===== config.mk =====
export PLATFORM = sky130hd
export DESIGN_NAME = source_text_lexer_unit
export DESIGN_NICKNAME = d
export VERILOG_FILES = /design/src/rtl/stl_pkg.sv /design/src/rtl/stl_ram.sv /design/src/rtl/stl_ctrl.sv /design/src/rtl/stl_dp.sv /design/src/rtl/source_text_lexer_unit.sv
export SDC_FILE = /design/constraint.sdc
export NUM_CORES = 1
export LEC_CHECK = 0
export ABC_CLOCK_PERIOD_IN_PS = 14800
export BUFFER_PORTS_ARGS = -buffer_cell sky130_fd_sc_hd__buf_2
export CAP_MARGIN = 30
export CORE_MARGIN = 2
export CORE_UTILIZATION = 45
export CTS_CLUSTER_DIAMETER = 80
export DETAILED_ROUTE_END_ITERATION = 8
export GPL_TIMING_DRIVEN = 0
export PLACE_DENSITY = 0.67
export SKIP_LAST_GASP = 1
export SLEW_MARGIN = 5
export SYNTH_ARGS = -nofsm -noshare
export SYNTH_HDL_FRONTEND = slang
export SYNTH_SLANG_ARGS = --single-unit
export TNS_END_PERCENT = 100

===== constraint.sdc =====
create_clock -name clk -period 14.8 [get_ports clk]
set_input_delay 2.22 -clock clk [delete_from_list [all_inputs] [get_ports clk]]
set_output_delay 2.22 -clock clk [all_outputs]
set_load 0.1 [all_outputs]

===== src/rtl/stl_pkg.sv =====
`timescale 1ns / 1ps
// ----------------------------------------------------------------------------
// stl_pkg: shared types and constants of the source text lexer
// Holds character codes, token kinds, state encodings and the
// command and status groups between the controller and the datapath.
// ----------------------------------------------------------------------------
package stl_pkg;

	localparam logic [7:0] CH_UNDER = 8'h5F;
	localparam logic [7:0] CH_QUOTE = 8'h22;
	localparam logic [7:0] CH_BSL   = 8'h5C;
	localparam logic [7:0] CH_LU    = 8'h75;
	localparam logic [7:0] CH_UU    = 8'h55;
	localparam logic [7:0] CH_LL    = 8'h6C;
	localparam logic [7:0] CH_UL    = 8'h4C;
	localparam logic [7:0] CH_SPACE = 8'h20;
	localparam logic [7:0] CH_TAB   = 8'h09;
	localparam logic [7:0] CH_LF    = 8'h0A;
	localparam logic [7:0] CH_CR    = 8'h0D;
	localparam logic [7:0] CH_T     = 8'h74;
	localparam logic [7:0] CH_N     = 8'h6E;
	localparam logic [7:0] CH_R     = 8'h72;
	localparam logic [7:0] CH_B     = 8'h62;
	localparam logic [7:0] CH_F     = 8'h66;

	localparam logic [2:0] KIND_IDENT  = 3'd0;
	localparam logic [2:0] KIND_STRING = 3'd1;
	localparam logic [2:0] KIND_SYMBOL = 3'd2;
	localparam logic [2:0] KIND_INT    = 3'd3;
	localparam logic [2:0] KIND_UINT   = 3'd4;
	localparam logic [2:0] KIND_LONG   = 3'd5;
	localparam logic [2:0] KIND_ULONG  = 3'd6;

	localparam logic REG_KEEP_SPACES = 1'b0;

	typedef enum logic [2:0] {
		MODE_IDLE,
		MODE_WORD,
		MODE_NUM,
		MODE_NUMU,
		MODE_STR
	} lex_mode_t;

	typedef enum logic [2:0] {
		ST_IDLE,
		ST_PROC,
		ST_PUSH2,
		ST_RD,
		ST_OUT
	} ctrl_state_t;

	typedef enum logic [1:0] {
		RES_NONE,
		RES_ONE,
		RES_TEXT,
		RES_PUSH2
	} proc_res_t;

	typedef struct packed {
		logic take;
		logic proc;
		logic push2;
		logic rd;
		logic adv;
	} ctrl_cmd_t;

	typedef struct packed {
		proc_res_t res;
		logic      text_more;
		logic      again;
	} dp_stat_t;

endpackage


===== src/rtl/stl_ram.sv =====
`timescale 1ns / 1ps
// ----------------------------------------------------------------------------
// stl_ram: generic single write, single read RAM
// One write port and one read port with registered read data.
// ----------------------------------------------------------------------------
module stl_ram #(
	parameter int WIDTH = 8,
	parameter int DEPTH = 63,
	parameter int AW    = 6
) (
	input  logic             clk,
	input  logic             we,
	input  logic [AW-1:0]    waddr,
	input  logic [WIDTH-1:0] wdata,
	input  logic             re,
	input  logic [AW-1:0]    raddr,
	output logic [WIDTH-1:0] rdata
);

	logic [WIDTH-1:0] mem_q [DEPTH];

	always_ff @(posedge clk) begin
		if (we) begin
			mem_q[waddr] <= wdata;
		end
		if (re) begin
			rdata <= mem_q[raddr];
		end
	end

endmodule


===== src/rtl/stl_ctrl.sv =====
`timescale 1ns / 1ps
// ----------------------------------------------------------------------------
// stl_ctrl: lexer controller
// Sequences request intake, one processing step, an optional second buffer
// write, buffered text readout and result delivery.
// ----------------------------------------------------------------------------
module stl_ctrl import stl_pkg::*; (
	input  logic      clk,
	input  logic      arst_n,
	input  logic      char_valid,
	output logic      char_stall,
	output logic      token_valid,
	input  logic      token_stall,
	input  dp_stat_t  stat,
	output ctrl_cmd_t cmd
);

	ctrl_state_t state_q, state_n;

	always_ff @(posedge clk or negedge arst_n) begin
		if (!arst_n) begin
			state_q <= ST_IDLE;
		end else begin
			state_q <= state_n;
		end
	end

	always_comb begin
		state_n     = state_q;
		cmd         = '0;
		char_stall  = 1'b1;
		token_valid = 1'b0;
		unique case (state_q)
			ST_IDLE: begin
				char_stall = 1'b0;
				if (char_valid) begin
					cmd.take = 1'b1;
					state_n  = ST_PROC;
				end
			end
			ST_PROC: begin
				cmd.proc = 1'b1;
				unique case (stat.res)
					RES_NONE:  state_n = ST_IDLE;
					RES_ONE:   state_n = ST_OUT;
					RES_TEXT:  state_n = ST_RD;
					RES_PUSH2: state_n = ST_PUSH2;
					default:   state_n = ST_IDLE;
				endcase
			end
			ST_PUSH2: begin
				cmd.push2 = 1'b1;
				state_n   = ST_IDLE;
			end
			ST_RD: begin
				cmd.rd  = 1'b1;
				state_n = ST_OUT;
			end
			ST_OUT: begin
				token_valid = 1'b1;
				if (!token_stall) begin
					priority if (stat.text_more) begin
						cmd.adv = 1'b1;
						state_n = ST_RD;
					end else if (stat.again) begin
						state_n = ST_PROC;
					end else begin
						state_n = ST_IDLE;
					end
				end
			end
			default: state_n = ST_IDLE;
		endcase
	end

endmodule


===== src/rtl/stl_dp.sv =====
`timescale 1ns / 1ps
// ----------------------------------------------------------------------------
// stl_dp: lexer datapath
// Token state, number accumulation, text buffer and result registers.
// ----------------------------------------------------------------------------
module stl_dp import stl_pkg::*; #(
	parameter int MAX_TEXT  = 63,
	parameter int LONG_BITS = 64
) (
	input  logic        clk,
	input  logic        arst_n,
	input  ctrl_cmd_t   cmd,
	output dp_stat_t    stat,
	input  logic        keep_spaces,
	input  logic [7:0]  char_byte,
	input  logic        is_end,
	output logic [2:0]  token_kind,
	output logic        has_error,
	output logic [63:0] number_value,
	output logic [7:0]  text_byte,
	output logic        text_valid,
	output logic        token_end,
	output logic        run_last
);

	localparam int LW = $clog2(MAX_TEXT + 1);
	localparam int AW = (MAX_TEXT > 1) ? $clog2(MAX_TEXT) : 1;
	localparam logic [LW-1:0] MAX_LEN = LW'(MAX_TEXT);
	localparam logic [63:0] LMAX  = (64'd1 << (LONG_BITS - 1)) - 64'd1;
	localparam logic [63:0] ULMAX = (LMAX << 1) | 64'd1;

	// Input byte and token state.
	logic [7:0]    c_q;
	logic          end_q;
	lex_mode_t     mode_q, mode_n;
	logic [63:0]   acc_q, acc_n;
	logic          ovf_q, ovf_n;
	logic [LW-1:0] len_q;
	logic          esc_q, esc_n;
	logic          err_q, err_n;

	// Emission state and result registers.
	logic [LW-1:0] emit_len_q;
	logic [LW-1:0] idx_q;
	logic          text_act_q;
	logic          again_q;
	logic          text_rl_q;
	logic [2:0]    kind_q;
	logic          oerr_q;
	logic [63:0]   oval_q;
	logic [7:0]    obyte_q;
	logic          otv_q;
	logic          olast_q;

	logic [7:0]    ram_rdata;

	// Step decision.
	proc_res_t     res;
	logic          again_n;
	logic          clear;
	logic          push_p;
	logic [7:0]    push_d;
	logic          one_num;
	logic [2:0]    one_kind;
	logic          skip, digit, alpha, wordch, will_sym;
	logic [67:0]   acc10;
	logic [63:0]   lim;
	logic          num_err;
	logic          push_en;
	logic [7:0]    push_data;
	logic          room;
	logic          tlast;

	assign skip = (c_q == CH_LF) || (c_q == CH_TAB) || (c_q == CH_CR)
		|| ((c_q == CH_SPACE) && !keep_spaces);
	assign digit  = (c_q >= 8'h30) && (c_q <= 8'h39);
	assign alpha  = ((c_q >= 8'h61) && (c_q <= 8'h7A)) || ((c_q >= 8'h41) && (c_q <= 8'h5A));
	assign wordch = alpha || digit || (c_q == CH_UNDER);
	// A rescanned byte makes a symbol of its own when it starts nothing else.
	assign will_sym = !skip && !wordch && (c_q != CH_QUOTE);

	assign acc10 = ({4'b0, acc_q} << 3) + ({4'b0, acc_q} << 1) + 68'(c_q[3:0]);

	always_comb begin
		res      = RES_NONE;
		again_n  = 1'b0;
		clear    = 1'b0;
		push_p   = 1'b0;
		push_d   = c_q;
		one_num  = 1'b0;
		one_kind = KIND_SYMBOL;
		mode_n   = mode_q;
		acc_n    = acc_q;
		ovf_n    = ovf_q;
		esc_n    = esc_q;
		err_n    = err_q;
		if (end_q) begin
			clear = 1'b1;
			unique case (mode_q)
				MODE_WORD: begin
					res      = RES_TEXT;
					one_kind = KIND_IDENT;
				end
				MODE_NUM, MODE_NUMU: begin
					res      = RES_ONE;
					one_num  = 1'b1;
					one_kind = KIND_INT;
				end
				default: res = RES_NONE;
			endcase
		end else begin
			unique case (mode_q)
				MODE_IDLE: begin
					if (!skip) begin
						priority if (digit) begin
							mode_n = MODE_NUM;
							acc_n  = 64'(c_q[3:0]);
						end else if (wordch) begin
							mode_n = MODE_WORD;
							push_p = 1'b1;
						end else if (c_q == CH_QUOTE) begin
							mode_n = MODE_STR;
						end else begin
							res = RES_ONE;
						end
					end
				end
				MODE_WORD: begin
					if (!skip && wordch) begin
						push_p = 1'b1;
					end else begin
						res      = RES_TEXT;
						one_kind = KIND_IDENT;
						clear    = 1'b1;
						again_n  = !skip;
					end
				end
				MODE_NUM: begin
					priority if (!skip && digit) begin
						if (acc10[67:64] != 4'd0) begin
							ovf_n = 1'b1;
						end else begin
							acc_n = acc10[63:0];
						end
					end else if (!skip && ((c_q == CH_LU) || (c_q == CH_UU))) begin
						mode_n = MODE_NUMU;
					end else if (!skip && ((c_q == CH_LL) || (c_q == CH_UL))) begin
						res      = RES_ONE;
						one_num  = 1'b1;
						one_kind = KIND_LONG;
						clear    = 1'b1;
					end else begin
						res      = RES_ONE;
						one_num  = 1'b1;
						one_kind = KIND_INT;
						clear    = 1'b1;
						again_n  = !skip;
					end
				end
				MODE_NUMU: begin
					res     = RES_ONE;
					one_num = 1'b1;
					clear   = 1'b1;
					if ((c_q == CH_LL) || (c_q == CH_UL)) begin
						one_kind = KIND_ULONG;
					end else begin
						one_kind = KIND_UINT;
						again_n  = 1'b1;
					end
				end
				default: begin
					one_kind = KIND_STRING;
					priority if (c_q == CH_QUOTE) begin
						if (!esc_q) begin
							res   = (len_q == '0) ? RES_ONE : RES_TEXT;
							clear = 1'b1;
						end else begin
							esc_n  = 1'b0;
							push_p = 1'b1;
						end
					end else if (c_q == CH_BSL) begin
						if (!esc_q) begin
							esc_n = 1'b1;
						end else begin
							esc_n  = 1'b0;
							push_p = 1'b1;
						end
					end else if (esc_q) begin
						if ((c_q == CH_T) || (c_q == CH_N) || (c_q == CH_R)
							|| (c_q == CH_B) || (c_q == CH_F)) begin
							// Known escapes keep the backslash and the letter.
							esc_n  = 1'b0;
							push_p = 1'b1;
							push_d = CH_BSL;
							res    = RES_PUSH2;
						end else begin
							err_n = 1'b1;
						end
					end else if (!err_q) begin
						push_p = 1'b1;
					end
				end
			endcase
		end
	end

	always_comb begin
		unique case (one_kind)
			KIND_INT:  lim = 64'h0000_0000_7FFF_FFFF;
			KIND_UINT: lim = 64'h0000_0000_FFFF_FFFF;
			KIND_LONG: lim = LMAX;
			default:   lim = ULMAX;
		endcase
	end
	assign num_err = ovf_q || (acc_q > lim);

	assign push_en   = (cmd.proc && push_p) || cmd.push2;
	assign push_data = cmd.push2 ? c_q : push_d;
	assign room      = len_q < MAX_LEN;

	always_ff @(posedge clk) begin
		if (cmd.take) begin
			c_q   <= char_byte;
			end_q <= is_end;
		end
	end

	always_ff @(posedge clk or negedge arst_n) begin
		if (!arst_n) begin
			mode_q     <= MODE_IDLE;
			acc_q      <= '0;
			ovf_q      <= 1'b0;
			len_q      <= '0;
			esc_q      <= 1'b0;
			err_q      <= 1'b0;
			text_act_q <= 1'b0;
			again_q    <= 1'b0;
			idx_q      <= '0;
		end else begin
			if (cmd.proc) begin
				again_q    <= again_n;
				text_act_q <= (res == RES_TEXT);
				idx_q      <= '0;
				if (clear) begin
					mode_q <= MODE_IDLE;
					acc_q  <= '0;
					ovf_q  <= 1'b0;
					len_q  <= '0;
					esc_q  <= 1'b0;
					err_q  <= 1'b0;
				end else begin
					mode_q <= mode_n;
					acc_q  <= acc_n;
					ovf_q  <= ovf_n;
					esc_q  <= esc_n;
					// A character that finds the buffer full marks the token.
					err_q  <= err_n || (push_en && !room);
				end
			end else if (cmd.push2 && !room) begin
				err_q <= 1'b1;
			end
			if (push_en && room) begin
				len_q <= len_q + LW'(1);
			end
			if (cmd.adv) begin
				idx_q <= idx_q + LW'(1);
			end
		end
	end

	// Result registers, loaded on every processing step.
	always_ff @(posedge clk) begin
		if (cmd.proc) begin
			emit_len_q <= len_q;
			kind_q     <= one_num ? one_kind : ((mode_q == MODE_IDLE) ? KIND_SYMBOL : one_kind);
			oerr_q     <= one_num ? num_err : ((mode_q == MODE_IDLE) ? 1'b0 : err_q);
			oval_q     <= (one_num && !num_err) ? acc_q : 64'd0;
			obyte_q    <= (!one_num && (mode_q == MODE_IDLE)) ? c_q : 8'd0;
			otv_q      <= !one_num && (mode_q == MODE_IDLE);
			olast_q    <= !(again_n && will_sym);
			text_rl_q  <= !(again_n && will_sym);
		end
	end

	stl_ram #(
		.WIDTH (8),
		.DEPTH (MAX_TEXT),
		.AW    (AW)
	) u_text_ram (
		.clk   (clk),
		.we    (push_en && room),
		.waddr (len_q[AW-1:0]),
		.wdata (push_data),
		.re    (cmd.rd),
		.raddr (idx_q[AW-1:0]),
		.rdata (ram_rdata)
	);

	assign tlast          = (idx_q + LW'(1)) == emit_len_q;
	assign stat.res       = res;
	assign stat.text_more = text_act_q && !tlast;
	assign stat.again     = again_q;

	assign token_kind   = kind_q;
	assign has_error    = oerr_q;
	assign number_value = oval_q;
	assign text_byte    = text_act_q ? ram_rdata : obyte_q;
	assign text_valid   = text_act_q ? 1'b1 : otv_q;
	assign token_end    = text_act_q ? tlast : 1'b1;
	assign run_last     = text_act_q ? (tlast && text_rl_q) : olast_q;

endmodule


===== src/rtl/source_text_lexer_unit.sv =====
`timescale 1ns / 1ps
// ----------------------------------------------------------------------------
// source_text_lexer_unit: streaming source text lexer
// Splits a byte stream into identifiers, numbers, strings and symbols.
// ----------------------------------------------------------------------------
// Sequence: a request is taken in the idle state and processed in the next
// cycle; a single result is shown from the result registers, while buffered
// text is read from the text buffer before each character is shown. A new
// request is taken only once all results are delivered. A backslash escape
// that keeps two characters adds a second buffer write, and each buffered text
// character needs a text buffer read, then delivery; the buffer has one read port.
// Reset: arst_n clears the controller and token state at once; the text
// buffer is not cleared and needs no clearing pass.
module source_text_lexer_unit import stl_pkg::*; #(
	parameter int MAX_TEXT  = 63,
	parameter int LONG_BITS = 64
) (
	input  logic        clk,
	input  logic        arst_n,
	// Configuration port.
	input  logic        psel,
	input  logic        penable,
	input  logic        pwrite,
	input  logic [2:0]  paddr,
	input  logic [31:0] pwdata,
	output logic [31:0] prdata,
	output logic        pready,
	// Source byte requests.
	input  logic        char_valid,
	output logic        char_stall,
	input  logic [7:0]  char_byte,
	input  logic        is_end,
	// Token result requests.
	output logic        token_valid,
	input  logic        token_stall,
	output logic [2:0]  token_kind,
	output logic        has_error,
	output logic [63:0] number_value,
	output logic [7:0]  text_byte,
	output logic        text_valid,
	output logic        token_end,
	output logic        run_last
);

	ctrl_cmd_t cmd;
	dp_stat_t  stat;
	logic      keep_q;

	// The only register is keep_spaces, decoded where paddr[2] is zero (byte addresses
	// zero to three). Writes with paddr[2] set are ignored and read back as zero.
	assign pready = 1'b1;
	assign prdata = (paddr[2] == REG_KEEP_SPACES) ? {31'd0, keep_q} : 32'd0;

	always_ff @(posedge clk or negedge arst_n) begin
		if (!arst_n) begin
			keep_q <= 1'b0;
		end else if (psel && penable && pwrite && pready && (paddr[2] == REG_KEEP_SPACES)) begin
			keep_q <= pwdata[0];
		end
	end

	// The controller decides when a request is taken and when a result
	// is shown; the datapath holds all token state and the text buffer.
	stl_ctrl u_ctrl (
		.clk         (clk),
		.arst_n      (arst_n),
		.char_valid  (char_valid),
		.char_stall  (char_stall),
		.token_valid (token_valid),
		.token_stall (token_stall),
		.stat        (stat),
		.cmd         (cmd)
	);

	stl_dp #(
		.MAX_TEXT  (MAX_TEXT),
		.LONG_BITS (LONG_BITS)
	) u_dp (
		.clk          (clk),
		.arst_n       (arst_n),
		.cmd          (cmd),
		.stat         (stat),
		.keep_spaces  (keep_q),
		.char_byte    (char_byte),
		.is_end       (is_end),
		.token_kind   (token_kind),
		.has_error    (has_error),
		.number_value (number_value),
		.text_byte    (text_byte),
		.text_valid   (text_valid),
		.token_end    (token_end),
		.run_last     (run_last)
	);

`ifndef NO_ASSERTIONS
	// A new request is only taken while no result is waiting.
	a_no_take_while_out: assert property (@(posedge clk) disable iff (!arst_n)
		!char_stall |-> !token_valid)
		else $error("request taken while a result is pending");

	// The last result of a request always closes a token.
	a_last_ends_token: assert property (@(posedge clk) disable iff (!arst_n)
		token_valid && run_last |-> token_end)
		else $error("run_last on a result that does not end a token");

	// Number results never carry text.
	a_num_no_text: assert property (@(posedge clk) disable iff (!arst_n)
		token_valid && (token_kind == KIND_INT || token_kind == KIND_UINT
		|| token_kind == KIND_LONG || token_kind == KIND_ULONG) |-> !text_valid)
		else $error("number result carries text");
`endif

endmodule


==> results.sh, run 1 <==
export IMPL_clk_latency_ns=0.64
export IMPL_design_area_um2=38200
export IMPL_synthCells=2349
export IMPL_postSynth_asyncResetShare_pct=12.70
export IMPL_design_core_area_um2=74070
export IMPL_rows=100
export IMPL_gp_congestion=0.9141
export IMPL_cts_max_path_buffers=3
export IMPL_switching_power_uw=2146
export IMPL_postCtsSetupRepairBufs=0
export IMPL_cts_root_buf="clkbuf_16"
export IMPL_grtUsageMet1_pct=28.71
export IMPL_p_int_uw=3741
export IMPL_grtUsageMet3_pct=2.987
export IMPL_final_setup_skew_ns=0.04089
export IMPL_wl_um=84410
export IMPL_dieArea_um2=76720
export IMPL_p_clk_share_pct=31.4
export IMPL_fmax_mhz=159.6
export IMPL_synth_area_um2=33540
export IMPL_layout_nets=2793
export IMPL_rsz0062_at_grt="false"
export IMPL_h_tree_depth=3
export IMPL_yosys_area_share_xor_xnor_pct=1.776
export IMPL_grt_overflow=0
export IMPL_worstPathCellList="or4_1 > o22ai_1 > o221a_2 > nor2_1 > or3_1 > o21ai_0 > nand2_1 > o21ai_4 > buf_16 > ha_1 > a21o_1 > a21o_1 > a21o_1 > a21o_1 > a21oi_1 > nor2b_1 > o21ai_0 > o2111ai_1 > a21oi_1 > clkbuf_1 > clkbuf_1 > and2_1"
export IMPL_drive_gt1_share_pct=18.62
export IMPL_antenna_found_initial=1
export IMPL_crit_path_start_kind="register"
export IMPL_grt_pass1_wl_um=129300
export IMPL_grt_pass1_vias=21227
export IMPL_synth_top_family_by_area="multiplexers"
export IMPL_crit_arrival_ns=6.76
export IMPL_ys_warn_count=0
export IMPL_p_leak_uw=0.01393
export IMPL_grt_busiest_layer="met2"
export IMPL_synth_cell_types=85
export IMPL_wl_per_cell_um=23.45
export IMPL_crit_type="reg2reg"
export IMPL_hold_class="reg2reg"
export IMPL_ys_seq_elements=693
export IMPL_hold_viol_final=0
export IMPL_setup_viol=0
export IMPL_num_antenna_cells=0
export IMPL_grt_start_max_net_pins=63
export IMPL_synth_compound_area_share_pct=7.846
export IMPL_vias=21128
export IMPL_pwr_share_seq_pct=41.3
export IMPL_dpl_cell_area_um2=35690
export IMPL_tritoncts="done"
export IMPL_synthSimpleGateAreaFrac_pct=8.730
export IMPL_fin_setup_tns_ns=0
export IMPL_cp_end_kind="register"
export IMPL_crit_required_ns=15.29
export IMPL_relSlewSlack_pct=33.33
export IMPL_synth_fa_ha_area_share_pct=6.201
export IMPL_synth_edff_count=605
export IMPL_whs_ns=0.4678
export IMPL_clk_pin_slew_ns=0.06
export IMPL_min_period_over_period_pct=42.34
export IMPL_die_w_um=277.0
export IMPL_p_comb_share_pct=27.3
export IMPL_hpwlAfterDp_um=60300
export IMPL_synth_top_area_share_pct=54.17
export IMPL_cts_resized=0
export IMPL_first_iter_violations=2105
export IMPL_slew_violations=0
export IMPL_portBuffers=99
export IMPL_finalPower_uw=5887
export IMPL_track_usage_pct=22.05
export IMPL_route_detailed_drc=0
export IMPL_ioPinCount=165
export IMPL_path_max_fanout=23
export IMPL_ys_flop_type="edfxtp_1"
export IMPL_status="completed"
export IMPL_vias_per_cell=5.869
export IMPL_first_pass_iters=6
export IMPL_ant_nets=0
export IMPL_area_growth_pct=13.90
export IMPL_cts_buffers=74
export IMPL_post_synth_mux_area_share_pct=11.55
export IMPL_worst_pin_slew_ns=0.9896
export IMPL_start_util_pct=45.28
export IMPL_synth_area_leaders="edfxtp_1, mux4_2, dfrtp_1, ha_1, a21oi_1"
export IMPL_die_h_um=277.0
export IMPL_cpMaxStageDelayCell="clkbuf_1"
export IMPL_path_common_cell="a21o_1"
export IMPL_ys_seq_area_share_pct=60.74
export IMPL_clock_sinks=693
export IMPL_yosysTopAreaCell="edfxtp_1"
export IMPL_postCtsHoldBufs=0
export IMPL_max_stage_delay_ns=0.70
export IMPL_power_density_nw_per_um2=154.1
export IMPL_grt_use_met2_pct=37.56
export IMPL_max_vdd_ir_drop_uv=117.8
export IMPL_period_minus_slack_ns=6.266
export IMPL_maxCapViolations=0
export IMPL_swShare_pct=36.46
export IMPL_synth_area_per_cell_um2=14.28
## critical path: cells and delay by family, from the launching register on
family	cells	cell delay, ns
fa+ha+maj	1	0.27
compound gates	12	2.57
flops	1	0.51
buf+inv	3	1.31
simple gates	6	1.40
## routing by layer
layer	vias up	share of wire, %
li1	9501	-
met1	10703	41
met2	732	50
met3	190	5.5
met4	2	4.0
met5	-	0.020
## placed cells by master, fill, tap and decap left out, drive strengths merged, types with 11 or more instances in the layout
| cell | instances |
|---|---|
| o21a | 14 |
| nor2 | 152 |
| inv | 81 |
| buf | 196 |
| and2 | 83 |
| dfrtp | 88 |
| mux2 | 16 |
| nand4 | 44 |
| clkbuf | 172 |
| nor3 | 31 |
| xor2 | 23 |
| a21oi | 118 |
| o21bai | 11 |
| a21o | 34 |
| a211oi | 11 |
| edfxtp | 605 |
| nand2b | 15 |
| nand2 | 111 |
| clkinv | 27 |
| mux4 | 160 |
| nand3 | 81 |
| conb | 32 |
| xnor2 | 45 |
| a31oi | 16 |
| o21ai | 134 |
| ha | 163 |
## through the flow
| step | utilization (%) | worst slack, ns | cells |
|---|---|---|---|
| finish | 51.57 | 8.534 | 3600 |
| floorplan | - | 8.068 | 2379 |
| global route | 51.57 | 8.132 | 3600 |
| detailed placement | 48.18 | 8.537 | 3463 |
| CTS | 51.46 | 8.491 | 3593 |
| global placement | 47.73 | 5.587 | 3447 |
## power groups by stage
stage	combinational, uW	clock [uW]	sequential [uW]
6_report	1610	1850	2430
5_1_grt	1690	1950	2450
4_1_cts	1610	1880	2430
3_5_place_dp	1610	0	2470
3_3_place_gp	1530	0	2500
2_1_floorplan	681	0	2980
## cells by family (layout without fill, tap and decap cells)
kind of cell               Yosys count  after routing
buffers and inverters              233            485
and+or+nand+nor                    582            582
muxes                              185            185
AOI/OAI and AO/OA                  421            421
xor gates and xnor gates            68             68
DFF                                693            693
adders and majority gates          165            165
other                                2             32
## worst paths after layout
check                                         to     startpoint  cells past startpoint  slack [ns]
setup / recovery           u_dp.number_value[13]    u_dp.c_q[3]                     22        8.53
hold / removal                u_dp.emit_len_q[5]  u_dp.len_q[5]                      0        0.47
setup reg to reg           u_dp.number_value[13]    u_dp.c_q[3]                     22        8.53
hold reg to reg               u_dp.emit_len_q[5]  u_dp.len_q[5]                      0        0.47
max in group asynchronous         u_dp.acc_q[57]         arst_n                      2       12.51
min in group asynchronous         u_dp.acc_q[15]         arst_n                      1        1.59
## final cells by class
class	instances	area, um2
Fill cell	6222	35870
Sequential cell	693	20370
Multi-Input combinational cell	1453	12260
Clock buffer	89	1938
Tap cell	969	1212
Timing Repair Buffer	122	873.3
Buffer	157	769.5
Clock inverter	41	490.5
Inverter	76	287.8
## registers in the layout, summed over array words and instances, names as in the netlist, 3 cells and up
signal,cells
u_dp.number_value,64
u_dp.emit_len_q,6
u_dp.mode_q,3
u_dp.u_text_ram.mem_q,504
u_ctrl.state_q,3
u_dp.obyte_q,8
u_dp.idx_q,6
u_dp.len_q,6
u_dp.c_q,8
u_dp.acc_q,64
u_dp.u_text_ram.rdata,8
u_dp.token_kind,3
## cells in the mapped netlist (all sizes together) (9+ instances only)
cell,n
xnor2,45
o21ai,134
nor2,152
a31oi,16
o21bai,11
nor3,31
nand3,81
xor2,23
dfrtp,88
nand2b,15
and2,83
buf,74
nand2,111
o211ai,9
inv,76
a21o,34
clkbuf,83
mux4,160
a211oi,11
a21oi,118
edfxtp,605
ha,163
nand4,44
mux2i,9
o21a,14
mux2,16
(Power assumes the default switching activity.)
==> inputs of run 2 (changes only) <==
--- a/config.mk
+++ b/config.mk
@@ -5,7 +5,7 @@
 export SDC_FILE = /design/constraint.sdc
 export NUM_CORES = 1
 export LEC_CHECK = 0
-export ABC_CLOCK_PERIOD_IN_PS = 14800
+export ABC_CLOCK_PERIOD_IN_PS = 5200
 export BUFFER_PORTS_ARGS = -buffer_cell sky130_fd_sc_hd__buf_2
 export CAP_MARGIN = 30
 export CORE_MARGIN = 2
@@ -13,7 +13,7 @@
 export CTS_CLUSTER_DIAMETER = 80
 export DETAILED_ROUTE_END_ITERATION = 8
 export GPL_TIMING_DRIVEN = 0
-export PLACE_DENSITY = 0.67
+export PLACE_DENSITY = 0.69
 export SKIP_LAST_GASP = 1
 export SLEW_MARGIN = 5
 export SYNTH_ARGS = -nofsm -noshare
==> constraint.sdc (replaced) <==
create_clock -name clk -period 5.2 [get_ports clk]
set_input_delay 0.78 -clock clk [delete_from_list [all_inputs] [get_ports clk]]
set_output_delay 0.78 -clock clk [all_outputs]
set_load 0.1 [all_outputs]
==> run 2 against run 1 <==
  * Register-to-register slack lost 8.4 ns
  * Core utilization up 0.32 points
  * Via count is 0.81% higher
  * Global-route usage up 0.20 points
  * Clock power rose to 2.9 times the previous value
  * Count of clock-buffer cells in the layout increased by 2
==> results.sh, run 2 (synthesis results as in run 1) <==
export IMPL_grt_overflow=0
export IMPL_layout_nets=2809
export IMPL_fmax_mhz=199.2
export IMPL_path_max_fanout=10
export IMPL_grt_pass1_vias=21354
export IMPL_tritoncts="done"
export IMPL_drive_gt1_share_pct=19.75
export IMPL_worstPathCellList="or4_1 > o22ai_1 > o221a_2 > nor2_1 > or3_1 > o21ai_2 > inv_1 > nand2_4 > o21ai_4 > buf_12 > ha_1 > a21o_1 > a21o_1 > a21o_1 > a21o_1 > a21oi_1 > o21ai_1 > nand2_1 > o2111ai_2 > a21oi_2 > buf_8 > clkbuf_4 > and2_1"
export IMPL_final_setup_skew_ns=0.02544
export IMPL_design_core_area_um2=74070
export IMPL_p_leak_uw=0.01407
export IMPL_largest_register="u_dp.u_text_ram.mem_q"
export IMPL_first_iter_violations=1863
export IMPL_dieArea_um2=76720
export IMPL_fin_setup_tns_ns=0
export IMPL_postCtsHoldBufs=0
export IMPL_clk_latency_ns=0.63
export IMPL_crit_required_ns=5.68
export IMPL_gp_congestion=0.9147
export IMPL_status="completed"
export IMPL_worst_pin_slew_ns=0.9859
export IMPL_hold_class="in2async"
export IMPL_start_util_pct=45.28
export IMPL_track_usage_pct=22.25
export IMPL_max_vdd_ir_drop_uv=357.4
export IMPL_area_growth_pct=14.60
export IMPL_cts_buffers=74
export IMPL_die_h_um=277.0
export IMPL_hpwlAfterDp_um=60000
export IMPL_crit_path_start_kind="register"
export IMPL_wl_per_cell_um=23.54
export IMPL_h_tree_depth=3
export IMPL_clk_pin_slew_ns=0.06
export IMPL_slew_violations=0
export IMPL_cpMaxStageDelayCell="or4_1"
export IMPL_final_common_cell="edfxtp_1"
export IMPL_rows=100
export IMPL_vias_per_cell=5.889
export IMPL_rsz0062_at_grt="false"
export IMPL_cp_end_kind="register"
export IMPL_crit_type="reg2reg"
export IMPL_relSlewSlack_pct=34.03
export IMPL_clock_sinks=693
export IMPL_setup_viol=0
export IMPL_grt_pass1_wl_um=130300
export IMPL_largest_reg_flops=504
export IMPL_cts_root_buf="clkbuf_16"
export IMPL_wl_um=85160
export IMPL_nFillCells=6089
export IMPL_min_period_over_period_pct=96.55
export IMPL_path_common_cell="a21o_1"
export IMPL_route_detailed_drc=0
export IMPL_grt_start_max_net_pins=61
export IMPL_num_antenna_cells=0
export IMPL_hold_viol_final=0
export IMPL_die_w_um=277.0
export IMPL_vias=21299
export IMPL_layout_common_cells="edfxtp_1, ha_1, mux4_2, nor2_1, buf_2"
export IMPL_portBuffers=99
export IMPL_finalPower_uw=16890
export IMPL_ant_nets=0
export IMPL_period_minus_slack_ns=5.021
export IMPL_antenna_found_initial=0
export IMPL_cts_max_path_buffers=3
export IMPL_maxCapViolations=0
export IMPL_first_pass_iters=5
export IMPL_power_density_nw_per_um2=439.6
export IMPL_max_stage_delay_ns=0.54
export IMPL_ioPinCount=165
export IMPL_utilization_pct=51.89
export IMPL_crit_arrival_ns=5.50
-- run 2: stage by stage --
step	cell area [um2]	hold WS, ns	cells	worst slack [ns]
2_1_floorplan	33650	0.4231	2379	0.1855
3_3_place_gp	35360	0.4321	3447	-1.580
3_5_place_dp	35650	0.4309	3463	-1.302
4_1_cts	38300	0.1616	3608	0.03297
5_1_grt	38430	0.1919	3617	0.01708
6_report	38430	0.1584	3617	0.1794
-- run 2: final timing paths --
| path | startpoint | slack (ns) | end | cells after the start |
|---|---|---|---|---|
| max | u_dp.c_q[2] | 0.18 | u_dp.number_value[37] | 23 |
| min | arst_n | 0.16 | u_dp.acc_q[13] | 1 |
| min in group clk | char_byte[1] | 0.33 | u_dp.c_q[1] | 1 |
| max in group asynchronous | arst_n | 4.36 | u_dp.acc_q[56] | 2 |
| max reg2reg | u_dp.c_q[2] | 0.18 | u_dp.number_value[37] | 23 |
| min reg2reg | u_dp.len_q[5] | 0.45 | u_dp.emit_len_q[5] | 0 |
-- run 2: final cells by class --
type	instances	area, um2	share of cell area [%]
Buffer	157	798.3	2.077
Inverter	76	287.8	0.7488
Multi-Input combinational cell	1454	12300	32.01
Timing Repair Buffer	137	998.5	2.598
Tap cell	969	1212	3.155
Clock buffer	91	1968	5.121
Clock inverter	40	494.2	1.286
Sequential cell	693	20370	53.00
-- run 2: power by group --
part	leakage, uW	internal, uW	switching [uW]
clock network	0.00119	3120	2200
registers	0.00673	6740	180
logic	0.00615	914	3740
-- run 2: layer usage --
layer / track usage, % / wire length [um]
met5: 0 / 0
met1: 28.75 / 33760
met2: 37.82 / 42390
met4: 9.016 / 3619
met3: 3.324 / 5391
-- run 2: timing repair --
item                       CTS  global route
hold endpoints to repair     0             0
resized for setup           19            15
setup endpoints to repair   65            62
buffers inserted            13             2
pin swaps                    4             3
cloned                       1             0
-- run 2: worst max-delay path, delay by kind of cell (launching register included) --
family                   cells  cell delay [ns]
AND/OR/NAND/NOR              6             1.40
adder cells (fa/ha/maj)      1             0.29
AO/OA/AOI/OAI               12             2.04
buffers and inverters        4             0.68
flip-flops                   1             0.43
==> inputs of run 3 (changes only) <==
--- a/config.mk
+++ b/config.mk
@@ -5,7 +5,7 @@
 export SDC_FILE = /design/constraint.sdc
 export NUM_CORES = 1
 export LEC_CHECK = 0
-export ABC_CLOCK_PERIOD_IN_PS = 5200
+export ABC_CLOCK_PERIOD_IN_PS = 4900
 export BUFFER_PORTS_ARGS = -buffer_cell sky130_fd_sc_hd__buf_2
 export CAP_MARGIN = 30
 export CORE_MARGIN = 2
@@ -13,7 +13,7 @@
 export CTS_CLUSTER_DIAMETER = 80
 export DETAILED_ROUTE_END_ITERATION = 8
 export GPL_TIMING_DRIVEN = 0
-export PLACE_DENSITY = 0.69
+export PLACE_DENSITY = 0.67
 export SKIP_LAST_GASP = 1
 export SLEW_MARGIN = 5
 export SYNTH_ARGS = -nofsm -noshare
==> constraint.sdc (replaced) <==
create_clock -name clk -period 4.9 [get_ports clk]
set_input_delay 0.735 -clock clk [delete_from_list [all_inputs] [get_ports clk]]
set_output_delay 0.735 -clock clk [all_outputs]
set_load 0.1 [all_outputs]
==> run 3 against run 2 <==
  * Largest cell class unchanged
  * Global-route usage hardly changed
  * Die area stayed put
  * Register-to-register slack worse by 0.22 ns
  * Non-clock buffer count is 17 higher
  * The flow now finishes with violations (setup timing)
  * Clock skew is 0.0044 ns higher
  * Routed wire length is 0.96% higher
==> results.sh, run 3 (synthesis results as in run 1) <==
export IMPL_postCtsHoldBufs=0
export IMPL_period_minus_slack_ns=4.944
export IMPL_worst_pin_slew_ns=0.9396
export IMPL_die_w_um=277.0
export IMPL_clk_latency_ns=0.63
export IMPL_gp_congestion=0.9073
export IMPL_rows=100
export IMPL_track_usage_pct=22.28
export IMPL_route_detailed_drc=0
export IMPL_vias=21136
export IMPL_largest_reg_flops=504
export IMPL_drive_gt1_share_pct=23.28
export IMPL_first_iter_violations=1915
export IMPL_dp_slack_ns=-1.853
export IMPL_ant_nets=0
export IMPL_crit_arrival_ns=5.42
export IMPL_slew_violations=0
export IMPL_layout_nets=2824
export IMPL_num_antenna_cells=0
export IMPL_grt_start_max_net_pins=62
export IMPL_start_util_pct=45.28
export IMPL_tritoncts="done"
export IMPL_area_growth_pct=16.10
export IMPL_clk_pin_slew_ns=0.07
export IMPL_cpMaxStageDelayCell="or4_4"
export IMPL_violations="setup timing"
export IMPL_cp_end_kind="register"
export IMPL_status="finished, violations left"
export IMPL_largest_register="u_dp.u_text_ram.mem_q"
export IMPL_setup_viol=78
export IMPL_cp_endpoint="u_dp.number_value[7]"
export IMPL_path_max_fanout=8
export IMPL_h_tree_depth=3
export IMPL_r2r_end="u_dp.number_value[7]"
export IMPL_die_h_um=277.0
export IMPL_fin_ws_ns=-0.04438
export IMPL_hold_class="in2async"
export IMPL_vias_per_cell=5.813
export IMPL_grtUsageMet3_pct=3.906
export IMPL_nFillCells=6095
export IMPL_grt_pass1_wl_um=130500
export IMPL_path_buf_inv=3
export IMPL_grtUsageMet1_pct=29.26
export IMPL_maxCapViolations=0
export IMPL_crit_path_start_kind="register"
export IMPL_final_common_cell="edfxtp_1"
export IMPL_cts_buffers=72
export IMPL_portBuffers=99
export IMPL_final_setup_skew_ns=0.02989
export IMPL_power_density_nw_per_um2=462.2
export IMPL_crit_family="compound AO/OA/AOI/OAI gates"
export IMPL_hold_viol_final=0
export IMPL_dieArea_um2=76720
export IMPL_grt_pass1_vias=21270
export IMPL_max_stage_delay_ns=0.52
export IMPL_p_leak_uw=0.01425
export IMPL_layout_common_cells="edfxtp_1, ha_1, mux4_2, nor2_1, buf_2"
export IMPL_crit_type="reg2reg"
export IMPL_wl_per_cell_um=23.65
export IMPL_fmax_mhz=202.3
export IMPL_path_common_cell="a21o_1"
export IMPL_rsz0062_at_grt="true"
export IMPL_crit_required_ns=5.38
export IMPL_antenna_found_initial=0
export IMPL_grt_busiest_layer="met2"
export IMPL_clock_sinks=693
export IMPL_wl_um=85980
export IMPL_r2r_cells=22
export IMPL_grt_overflow=0
export IMPL_max_vdd_ir_drop_uv=361.5
export IMPL_reg2reg_from="u_dp.c_q[0]"
export IMPL_ioPinCount=165
export IMPL_hpwlAfterDp_um=60060
export IMPL_grt_use_met2_pct=37.30
export IMPL_cts_root_buf="clkbuf_16"
export IMPL_cp_num_cells=22
export IMPL_fin_setup_tns_ns=-1.791
export IMPL_cts_max_path_buffers=3
export IMPL_first_pass_iters=5
export IMPL_r2r_slack_ns=-0.04
export IMPL_worstPathCellList="buf_6 > or4_4 > o22ai_2 > o221a_2 > nor2_1 > or3_4 > o21ai_4 > nand2_2 > o21ai_4 > ha_4 > a21o_1 > a21o_1 > a21o_1 > a21o_1 > a21oi_2 > o21ai_1 > a21oi_2 > o2111ai_4 > a21oi_4 > buf_12 > clkbuf_16 > and2_1"
export IMPL_min_period_over_period_pct=100.9
export IMPL_cp_startpoint="u_dp.c_q[0]"
export IMPL_relSlewSlack_pct=37.36
export IMPL_design_core_area_um2=74070
## run 3: changes by cell type in the layout (fill, tap and decap cells not counted), sizes merged
cell      delta
inv          +1
clkinv       +5
buf         +19
clkinvlp     +1
clkbuf       -7
## run 3: power by group
group	switching [uW]	internal (uW)	leakage, uW
clock	2360	3200	0.00118
sequential	188	7150	0.00673
combinational	4030	1070	0.00634
## run 3: through the flow
stage | std cells | utilization (%) | area, um2 | hold slack, ns | power (uW)
after floorplan | 2379 | - | 33660 | 0.4231 | 11060
after global placement | 3447 | 47.75 | 35370 | 0.4555 | 12160
after detailed placement | 3462 | 48.14 | 35660 | 0.4517 | 12280
after CTS | 3616 | 51.79 | 38360 | 0.1080 | 17990
after global routing | 3636 | 52.56 | 38930 | 0.1361 | 18620
final | 3636 | 52.56 | 38930 | 0.1117 | 18000
## run 3: how the worst min path moves through the flow
stage,slack [ns],to,start,cells past startpoint
2_1_floorplan,0.42,u_dp.emit_len_q[5],u_dp.len_q[5],0
3_3_place_gp,0.46,u_dp.emit_len_q[4],u_dp.len_q[4],0
3_5_place_dp,0.45,u_dp.emit_len_q[5],u_dp.len_q[5],0
4_1_cts,0.11,u_dp.mode_q[0],arst_n,1
5_1_grt,0.14,u_dp.acc_q[3],arst_n,1
6_report,0.11,u_dp.acc_q[11],arst_n,1
## run 3: per-layer routing
| metal | wire length (um) | share of wire [%] |
|---|---|---|
| met2 | 42830 | 50 |
| met4 | 3057 | 3.6 |
| met5 | 0 | 0 |
| met3 | 5524 | 6.4 |
| met1 | 34570 | 40 |
## run 3: area by class of cell
cell class | instances | area [um2] | share of cell area, %
Multi-Input combinational cell | 1454 | 12570 | 32.29
Tap cell | 969 | 1212 | 3.114
Clock buffer | 86 | 1874 | 4.814
Buffer | 157 | 869.6 | 2.234
Sequential cell | 693 | 20370 | 52.32
Timing Repair Buffer | 154 | 1205 | 3.095
Clock inverter | 47 | 541.8 | 1.392
Inverter | 76 | 287.8 | 0.7391
## run 3: what timing repair did
action                     in CTS  in global routing
pin swaps                       6                 13
resized for setup              38                117
setup buffers                  19                  8
cloned                          2                  6
setup endpoints to repair      65                286
